==> config.mk <==
export PLATFORM = sky130hd
export DESIGN_NAME = tlv_message_deframer_core
export DESIGN_NICKNAME = d
export VERILOG_FILES = /design/src/hdl/tmd_pkg.sv /design/src/hdl/tmd_parser.sv /design/src/hdl/tmd_result_fifo.sv /design/src/hdl/tlv_message_deframer_core.sv
export SDC_FILE = /design/constraint.sdc
export NUM_CORES = 1
export LEC_CHECK = 0
export BUFFER_PORTS_ARGS = -buffer_cell sky130_fd_sc_hd__buf_2
export CORE_MARGIN = 1.5
export CORE_UTILIZATION = 55
export CTS_BUF_LIST = sky130_fd_sc_hd__clkbuf_8 sky130_fd_sc_hd__clkbuf_16
export DETAILED_ROUTE_END_ITERATION = 12
export GPL_TIMING_DRIVEN = 1
export PLACE_DENSITY_LB_ADDON = 0.05
export SLEW_MARGIN = 25
export SYNTH_ARGS = -nofsm -noshare
export SYNTH_HDL_FRONTEND = slang
export SYNTH_SLANG_ARGS = --single-unit
==> constraint.sdc <==
create_clock -name clk_i -period 19.1 [get_ports clk_i]
set_input_delay 4.775 -clock clk_i [delete_from_list [all_inputs] [get_ports clk_i]]
set_output_delay 4.775 -clock clk_i [all_outputs]
set_load 0.1 [all_outputs]
==> src/hdl/tmd_pkg.sv <==
// Shared types and constants of the TLV message deframer.
package tmd_pkg;

  localparam int unsigned CountW     = 17;
  localparam logic [CountW-1:0] CountMax = {CountW{1'b1}};

  localparam logic [7:0] VersionVal       = 8'd1;
  localparam logic [CountW-1:0] MagicLen  = 17'd5;
  localparam logic [CountW-1:0] VersionOfs = 17'd5;
  localparam logic [CountW-1:0] HdrSizeOfs = 17'd6;
  localparam logic [CountW-1:0] TypeOfs    = 17'd7;
  localparam logic [CountW-1:0] SeqOfs     = 17'd10;
  localparam logic [CountW-1:0] SeqEnd     = 17'd18;
  localparam logic [CountW-1:0] PlenOfs    = 17'd18;
  localparam logic [CountW-1:0] PlenLowOfs = 17'd19;
  localparam logic [CountW-1:0] FixedHdr   = 17'd20;
  localparam logic [7:0] FixedHdrByte      = 8'd20;

  typedef enum logic [2:0] {
    KIND_HEADER   = 3'd0,
    KIND_FIELD    = 3'd1,
    KIND_VALUE    = 3'd2,
    KIND_END_OK   = 3'd3,
    KIND_END_ERR  = 3'd4
  } kind_e;

  typedef enum logic [2:0] {
    ERR_NONE      = 3'd0,
    ERR_SHORT     = 3'd1,
    ERR_MAGIC     = 3'd2,
    ERR_VERSION   = 3'd3,
    ERR_HDR_SIZE  = 3'd4,
    ERR_LENGTH    = 3'd5,
    ERR_TRUNCATED = 3'd6
  } err_e;

  typedef enum logic [3:0] {
    PH_TYPE   = 4'b0001,
    PH_LEN_HI = 4'b0010,
    PH_LEN_LO = 4'b0100,
    PH_VALUE  = 4'b1000
  } phase_e;

  typedef struct packed {
    kind_e       kind;
    logic [7:0]  message_kind;
    logic [63:0] sequence_number;
    logic [7:0]  field_tag;
    logic [15:0] field_size;
    logic [7:0]  value_byte;
    err_e        error_code;
    logic        run_last;
  } result_t;

  // Up to two results produced by one accepted byte, packed from slot one.
  typedef struct packed {
    logic [1:0] count;
    result_t    first;
    result_t    second;
  } emit_t;

  function automatic logic [7:0] magic_byte(logic [2:0] idx);
    logic [7:0] b;
    unique case (idx)
      3'd0:    b = 8'h54; // T
      3'd1:    b = 8'h47; // G
      3'd2:    b = 8'h41; // A
      3'd3:    b = 8'h50; // P
      3'd4:    b = 8'h50; // P
      default: b = 8'h00;
    endcase
    return b;
  endfunction

endpackage

==> src/hdl/tmd_parser.sv <==
// Header capture, field walk and verdict logic of the TLV message deframer.
module tmd_parser
  import tmd_pkg::*;
(
  input  logic       clk_i,
  input  logic       rst_ni,
  input  logic       accept_i,
  input  logic [7:0] data_i,
  input  logic       last_i,
  output emit_t      emit_o
);

  logic [CountW-1:0] count_q, count_d;
  logic              ovf_q, ovf_d;
  logic [7:0]        hdr_len_q, hdr_len_d;
  logic [15:0]       pay_len_q, pay_len_d;
  logic [7:0]        msg_type_q, msg_type_d;
  logic [63:0]       seq_q, seq_d;
  logic              magic_bad_q, magic_bad_d;
  logic              version_bad_q, version_bad_d;
  phase_e            phase_q, phase_d;
  logic [7:0]        ftype_q, ftype_d;
  logic [15:0]       left_q, left_d;
  logic [15:0]       declared_q, declared_d;

  logic              main_v;
  result_t           main_r, end_r;
  logic              walk;
  logic [CountW-1:0] span_cur, span_next;
  logic [15:0]       left_dec;
  err_e              err;

  assign span_cur  = {9'd0, hdr_len_q} + {1'b0, pay_len_q};
  assign span_next = {9'd0, hdr_len_d} + {1'b0, pay_len_d};
  assign left_dec  = left_q - 16'd1;

  assign walk = (count_q >= FixedHdr) && !magic_bad_q && !version_bad_q &&
                (hdr_len_q >= FixedHdrByte) && (count_q >= {9'd0, hdr_len_q}) &&
                (count_q < span_cur);

  always_comb begin
    count_d       = count_q;
    ovf_d         = ovf_q;
    hdr_len_d     = hdr_len_q;
    pay_len_d     = pay_len_q;
    msg_type_d    = msg_type_q;
    seq_d         = seq_q;
    magic_bad_d   = magic_bad_q;
    version_bad_d = version_bad_q;
    phase_d       = phase_q;
    ftype_d       = ftype_q;
    left_d        = left_q;
    declared_d    = declared_q;
    main_v        = 1'b0;
    main_r        = '0;

    // Header capture by byte offset.
    if (count_q < MagicLen) begin
      if (data_i != magic_byte(count_q[2:0])) magic_bad_d = 1'b1;
    end else if (count_q == VersionOfs) begin
      if (data_i != VersionVal) version_bad_d = 1'b1;
    end else if (count_q == HdrSizeOfs) begin
      hdr_len_d = data_i;
    end else if (count_q == TypeOfs) begin
      msg_type_d = data_i;
    end else if (count_q >= SeqOfs && count_q < SeqEnd) begin
      seq_d = {seq_q[55:0], data_i};
    end else if (count_q == PlenOfs) begin
      pay_len_d = {data_i, 8'h00};
    end else if (count_q == PlenLowOfs) begin
      pay_len_d = {pay_len_q[15:8], data_i};
      if (!magic_bad_q && !version_bad_q && hdr_len_q >= FixedHdrByte) begin
        main_v      = 1'b1;
        main_r.kind = KIND_HEADER;
      end
    end

    // Field walk inside the declared payload.
    if (walk) begin
      unique case (phase_q)
        PH_TYPE: begin
          ftype_d = data_i;
          phase_d = PH_LEN_HI;
        end
        PH_LEN_HI: begin
          left_d  = {data_i, 8'h00};
          phase_d = PH_LEN_LO;
        end
        PH_LEN_LO: begin
          left_d            = {left_q[15:8], data_i};
          declared_d        = {left_q[15:8], data_i};
          main_v            = 1'b1;
          main_r.kind       = KIND_FIELD;
          main_r.field_tag  = ftype_q;
          main_r.field_size = {left_q[15:8], data_i};
          phase_d = ({left_q[15:8], data_i} == 16'd0) ? PH_TYPE : PH_VALUE;
        end
        PH_VALUE: begin
          main_v            = 1'b1;
          main_r.kind       = KIND_VALUE;
          main_r.field_tag  = ftype_q;
          main_r.field_size = declared_q;
          main_r.value_byte = data_i;
          left_d            = left_dec;
          if (left_dec == 16'd0) phase_d = PH_TYPE;
        end
        default: phase_d = PH_TYPE;
      endcase
    end

    // Saturate the byte counter.
    if (count_q != CountMax) count_d = count_q + 17'd1;
    else ovf_d = 1'b1;

    main_r.message_kind    = msg_type_d;
    main_r.sequence_number = seq_d;
    main_r.run_last        = !last_i;
  end

  // Verdict in check order on the final byte.
  always_comb begin
    priority if (count_d < FixedHdr)           err = ERR_SHORT;
    else if (magic_bad_d)                      err = ERR_MAGIC;
    else if (version_bad_d)                    err = ERR_VERSION;
    else if (hdr_len_d < FixedHdrByte)         err = ERR_HDR_SIZE;
    else if (ovf_d || count_d != span_next)    err = ERR_LENGTH;
    else if (phase_d != PH_TYPE)               err = ERR_TRUNCATED;
    else                                       err = ERR_NONE;

    end_r                 = '0;
    end_r.kind            = (err == ERR_NONE) ? KIND_END_OK : KIND_END_ERR;
    end_r.message_kind    = msg_type_d;
    end_r.sequence_number = seq_d;
    end_r.error_code      = err;
    end_r.run_last        = 1'b1;
  end

  always_comb begin
    emit_o.count  = accept_i ? ({1'b0, main_v} + {1'b0, last_i}) : 2'd0;
    emit_o.first  = main_v ? main_r : end_r;
    emit_o.second = end_r;
  end

  always_ff @(posedge clk_i or negedge rst_ni) begin
    if (!rst_ni) begin
      count_q       <= '0;
      ovf_q         <= 1'b0;
      hdr_len_q     <= '0;
      pay_len_q     <= '0;
      msg_type_q    <= '0;
      seq_q         <= '0;
      magic_bad_q   <= 1'b0;
      version_bad_q <= 1'b0;
      phase_q       <= PH_TYPE;
      ftype_q       <= '0;
      left_q        <= '0;
      declared_q    <= '0;
    end else if (accept_i) begin
      if (last_i) begin
        count_q       <= '0;
        ovf_q         <= 1'b0;
        hdr_len_q     <= '0;
        pay_len_q     <= '0;
        msg_type_q    <= '0;
        seq_q         <= '0;
        magic_bad_q   <= 1'b0;
        version_bad_q <= 1'b0;
        phase_q       <= PH_TYPE;
        ftype_q       <= '0;
        left_q        <= '0;
        declared_q    <= '0;
      end else begin
        count_q       <= count_d;
        ovf_q         <= ovf_d;
        hdr_len_q     <= hdr_len_d;
        pay_len_q     <= pay_len_d;
        msg_type_q    <= msg_type_d;
        seq_q         <= seq_d;
        magic_bad_q   <= magic_bad_d;
        version_bad_q <= version_bad_d;
        phase_q       <= phase_d;
        ftype_q       <= ftype_d;
        left_q        <= left_d;
        declared_q    <= declared_d;
      end
    end
  end

endmodule

==> src/hdl/tmd_result_fifo.sv <==
// Result queue of the TLV message deframer: two pushes, one pop per cycle.
module tmd_result_fifo
  import tmd_pkg::*;
#(
  parameter int unsigned Depth = 4
) (
  input  logic    clk_i,
  input  logic    rst_ni,
  input  emit_t   emit_i,
  input  logic    pop_i,
  output result_t head_o,
  output logic    valid_o,
  output logic    room_o
);

  localparam int unsigned PtrW = (Depth > 1) ? $clog2(Depth) : 1;
  localparam int unsigned CntW = $clog2(Depth + 1);
  localparam logic [PtrW-1:0] LastIdx = PtrW'(Depth - 1);

  result_t         mem_q [Depth];
  logic [PtrW-1:0] wr_q, wr_d, rd_q, rd_d, wr_next;
  logic [CntW-1:0] cnt_q, cnt_d;
  logic            pop;

  function automatic logic [PtrW-1:0] advance(logic [PtrW-1:0] p);
    return (p == LastIdx) ? '0 : p + PtrW'(1);
  endfunction

  assign wr_next = advance(wr_q);
  assign pop     = pop_i && (cnt_q != '0);
  assign valid_o = (cnt_q != '0);
  assign head_o  = mem_q[rd_q];
  assign room_o  = (cnt_q <= CntW'(Depth - 2));

  always_comb begin
    unique case (emit_i.count)
      2'd0:    wr_d = wr_q;
      2'd1:    wr_d = wr_next;
      default: wr_d = advance(wr_next);
    endcase
    rd_d  = pop ? advance(rd_q) : rd_q;
    cnt_d = cnt_q + CntW'(emit_i.count) - CntW'(pop);
  end

  always_ff @(posedge clk_i) begin
    if (emit_i.count != 2'd0) mem_q[wr_q] <= emit_i.first;
    if (emit_i.count == 2'd2) mem_q[wr_next] <= emit_i.second;
  end

  always_ff @(posedge clk_i or negedge rst_ni) begin
    if (!rst_ni) begin
      wr_q  <= '0;
      rd_q  <= '0;
      cnt_q <= '0;
    end else begin
      wr_q  <= wr_d;
      rd_q  <= rd_d;
      cnt_q <= cnt_d;
    end
  end

endmodule

==> src/hdl/tlv_message_deframer_core.sv <==
// Top level of the TLV message deframer: byte stream in, result stream out.
//
// The deframer takes one message byte per cycle and reports what it finds: a
// header result once the fixed 20-byte header has checked out (magic "TGAPP",
// version 1, header size of at least 20), a field start for each type/length
// pair of the payload, one result per value byte, and a verdict (ok or the
// first failing check) on the byte flagged by s_axis_tlast. Header bytes past
// offset 19 up to the declared header size are skipped, as are bytes beyond
// the declared payload; the latter end in a length-mismatch verdict. Rate: one
// byte per cycle while s_axis_tready is high, the byte handled by the parser's
// state registers and a short compare path; its results are written into the
// result queue registers as the byte is taken. Results leave through a queue
// of ResultDepth entries at one per cycle while m_axis_tready is high; a final
// byte that also carries a header, field start or value result yields two
// results. The result kind travels on m_axis_tuser. s_axis_tready is high
// while the queue has room for two results, so with the output side taking
// every cycle the input never stalls inside a message.
module tlv_message_deframer_core
  import tmd_pkg::*;
#(
  parameter int unsigned ResultDepth = 4
) (
  input  logic         clk_i,
  input  logic         rst_ni,
  input  logic         s_axis_tvalid,
  output logic         s_axis_tready,
  input  logic [7:0]   s_axis_tdata,  // [7:0] data_byte
  input  logic         s_axis_tlast,  // last_byte
  output logic         m_axis_tvalid,
  input  logic         m_axis_tready,
  // [7:0] message_kind, [71:8] sequence_number, [79:72] field_tag,
  // [95:80] field_size, [103:96] value_byte, [106:104] error_code, [111:107] zero
  output logic [111:0] m_axis_tdata,
  output logic [2:0]   m_axis_tuser,  // [2:0] kind
  output logic         m_axis_tlast   // run_last
);

  logic    accept;
  logic    room;
  emit_t   emit;
  result_t head;

  assign s_axis_tready = room;
  assign accept        = s_axis_tvalid && room;

  // Parse the byte and update header and field state.
  tmd_parser u_parser (
    .clk_i    (clk_i),
    .rst_ni   (rst_ni),
    .accept_i (accept),
    .data_i   (s_axis_tdata),
    .last_i   (s_axis_tlast),
    .emit_o   (emit)
  );

  // Hold results until the output side takes them.
  tmd_result_fifo #(
    .Depth (ResultDepth)
  ) u_fifo (
    .clk_i   (clk_i),
    .rst_ni  (rst_ni),
    .emit_i  (emit),
    .pop_i   (m_axis_tready),
    .head_o  (head),
    .valid_o (m_axis_tvalid),
    .room_o  (room)
  );

  assign m_axis_tdata = {5'b00000, head.error_code, head.value_byte, head.field_size,
                         head.field_tag, head.sequence_number, head.message_kind};
  assign m_axis_tuser = head.kind;
  assign m_axis_tlast = head.run_last;

endmodule

==> flow_summary.json <==
{
  "clk_pin_slew_ns": 0.06,
  "total_power_mw": 4.38,
  "drt_iter0_markers": 1762,
  "antenna_found_initial": 0,
  "synth_area_per_cell_um2": 12.0,
  "clk_latency_ns": 0.65,
  "wl_per_cell_um": 25.4,
  "synth.yosys.seq_area_share": 0.561,
  "fin_skew_ns": 0.0379,
  "wl_um": 81000,
  "tightest_slew_ns": 1.10,
  "reg2regPathDepth": 27,
  "antenna_left": 0,
  "path_max_fanout": 47,
  "critPathKind": "flip-flop to output port",
  "num-fill-cells": 4031,
  "dpl.cell_count": 3076,
  "die_h_um": 232,
  "synth_edf_count": 312,
  "clk_path_buf_depth": 3,
  "drive_above_1_share": 0.164,
  "cts_hold_buffers": 0,
  "overflow": 0,
  "final_area_mm2": 0.0322,
  "core-area_mm2": 0.0516,
  "final.setup.worst_slack_ns": 10.32,
  "post_cts_buffers": 0,
  "min_to": "u_parser.msg_type_q[5]",
  "power_density_mw_per_mm2": 136,
  "pre_cts_ws_ns": 10.39,
  "status": "finished clean",
  "port_buffers": 125,
  "cts_tree": "yes",
  "cp-end-kind": "output port",
  "vias_per_cell": 6.44,
  "synth_top_family_by_area": "compound AO/OA/AOI/OAI gates",
  "reg2reg_from": "u_parser.hdr_len_q[0]",
  "hold_violations": 0,
  "ys_async_sr_fraction": 0.273,
  "layout_min_cycle_time_ns": 8.78,
  "hold_class": "flip-flop to flip-flop",
  "cp.arrival_ns": 4.00,
  "syn_inst": 2412,
  "worst-r2r-setup-slack_ns": 10.55,
  "rsz0062_at_grt": "false",
  "die_w_um": 232,
  "final_nets": 2532,
  "io_pins": 131,
  "whs_ns": 0.471,
  "rows": 83,
  "finalCritPeriodShare": 0.460,
  "yosysMostFrequentCell": "nor2_1",
  "initial_core_util": 0.559,
  "yosysWarningCount": 0,
  "setup_viol": 0,
  "grt_pass1_vias": 20600,
  "htree_num_levels": 2,
  "synthSimpleGateAreaFrac": 0.105,
  "startpoint_type": "flip-flop",
  "diodes": 0,
  "synth_top_cell_by_area": "edfxtp_1",
  "grt_max_degree": 81,
  "synthTopCellsByArea": "edfxtp_1 (32%), dfrtp_1 (14%), dfxtp_1 (9.2%), mux4_2 (8.7%), a22o_1 (6.9%)",
  "r2r_end": "u_fifo.mem_q[1][41]",
  "postPlaceCellArea_mm2": 0.0300,
  "max-vdd-ir-drop_mv": 0.121,
  "final_core_util": 0.624,
  "remaining_drc_errors": 0,
  "ctsResizeCount": 0,
  "critPathRequiredTime_ns": 14.32,
  "cts_buffers": 61,
  "slew_violations": 0,
  "worstHoldStart": "u_parser.msg_type_q[5]",
  "synth_ff_type": "edfxtp_1",
  "synth_xor_area_frac": 0.0178,
  "yosysTopAreaCellShare": 0.325,
  "firstDrtPassIters": 5,
  "relSlewSlack": 0.266,
  "cap_violations": 0,
  "clock-sinks": 611,
  "leakagePower_nw": 12.6,
  "vias": 20600,
  "fmax_ghz": 0.114,
  "areaGrowthSynthToFinish_pct": 11.5,
  "synth-adder-area-share": 0.0268,
  "dpl.hpwl_um": 50900,
  "cts_root_buf": "clkbuf_16",
  "synth_commonest_cells": "nor2_1 (388), edfxtp_1 (312), a22o_1 (227)",
  "finalWeightedCongestion": 0.946,
  "synth_compound_area_frac": 0.141,
  "track_usage": 0.305,
  "yosysUniqueCellTypes": 80,
  "hold_depth": 2,
  "fin_tns_setup_ns": 0,
  "ys_seq_elements": 611,
  "fin_cells": 3192,
  "muxShareOfSynthArea": 0.115,
  "dieArea_mm2": 0.0539,
  "synth_area_mm2": 0.0289,
  "grt_pass1_wl_um": 125000
}
[critical path: stages (launching register included)]
cell	delay (ns)
dfrtp_4	0.85
buf_6	0.66
buf_4	0.80
mux4_2	0.63
buf_2	0.31
[metal layers]
layer | GRT usage | up-vias | routed length, um | part of all wire
li1 | - | 9100 | - | -
met5 | 0 | - | 0 | 0
met3 | 0.0436 | 161 | 5400 | 0.067
met4 | 0.117 | 0 | 2760 | 0.034
met2 | 0.502 | 796 | 39500 | 0.49
met1 | 0.412 | 10500 | 33300 | 0.41
[where the power goes]
part	switching (mW)	total, mW	internal (mW)
combinational	1.21	1.57	0.357
sequential	0.0941	1.56	1.47
clock	0.521	1.25	0.732
total	1.83	4.38	2.55
[flip-flops by register name, indices dropped and copies added, names as in the netlist, 2 cells and up]
signal and count:
u_fifo.rd_q 2, u_fifo.wr_q 2, u_parser.declared_q 16, u_parser.phase_q 4, u_parser.msg_type_q 8, u_fifo.mem_q 444
u_fifo.cnt_q 3, u_parser.pay_len_q 16, u_parser.ftype_q 8, u_parser.left_q 16, u_parser.seq_q 64, u_parser.count_q 17
u_parser.hdr_len_q 8
[layout make-up]
class / instances / area, um2 / area share
multi-input combinational: 1568 / 11800 / 0.368
tap: 680 / 851 / 0.0264
clock buffer: 75 / 1750 / 0.0545
clock inverter: 41 / 390 / 0.0121
inverter: 51 / 196 / 0.00610
sequential: 611 / 16200 / 0.503
timing repair buffer: 166 / 947 / 0.0294
[logic make-up after synthesis]
kind of cell	after synthesis
compound gates	568
xor+xnor	56
fa+ha+maj	60
buf+inv	237
flops	611
mux	193
other cells	1
simple gates	686
[placed cells by master, fill, tap and decap left out, drive strengths merged, types with 8 or more instances in the layout]
| master | netlist | final |
|---|---|---|
| a21o | 14 | 14 |
| a21oi | 80 | 80 |
| a22o | 227 | 227 |
| a22oi | 31 | 31 |
| and2 | 14 | 14 |
| and3 | 17 | 17 |
| buf | 31 | 166 |
| clkbuf | 155 | 75 |
| clkinv | 0 | 26 |
| dfrtp | 166 | 166 |
| dfxtp | 132 | 132 |
| edfxtp | 312 | 312 |
| ha | 57 | 57 |
| inv | 51 | 58 |
| mux2i | 77 | 77 |
| mux4 | 111 | 111 |
| nand2 | 126 | 126 |
| nand3 | 20 | 20 |
| nand4 | 15 | 15 |
| nor2 | 388 | 388 |
| nor2b | 21 | 21 |
| nor3 | 31 | 31 |
| nor4 | 12 | 12 |
| o21a | 9 | 9 |
| o21ai | 131 | 131 |
| o21bai | 11 | 11 |
| o41ai | 8 | 8 |
| xnor2 | 34 | 34 |
| xor2 | 21 | 21 |
[how the worst max path moves through the flow]
stage                                      from              endpoint  cells past startpoint
after detailed placement        s_axis_tdata[0]    u_fifo.mem_q[2][2]                     16
after CTS                        u_fifo.rd_q[0]          m_axis_tlast                      4
after global placement          s_axis_tdata[0]  u_fifo.mem_q[1][110]                     16
final                            u_fifo.rd_q[0]      m_axis_tdata[21]                      4
after floorplan                    s_axis_tlast  u_fifo.mem_q[3][100]                      8
after global routing      u_parser.hdr_len_q[0]   u_fifo.mem_q[1][43]                     27
(Power assumes the default switching activity.)
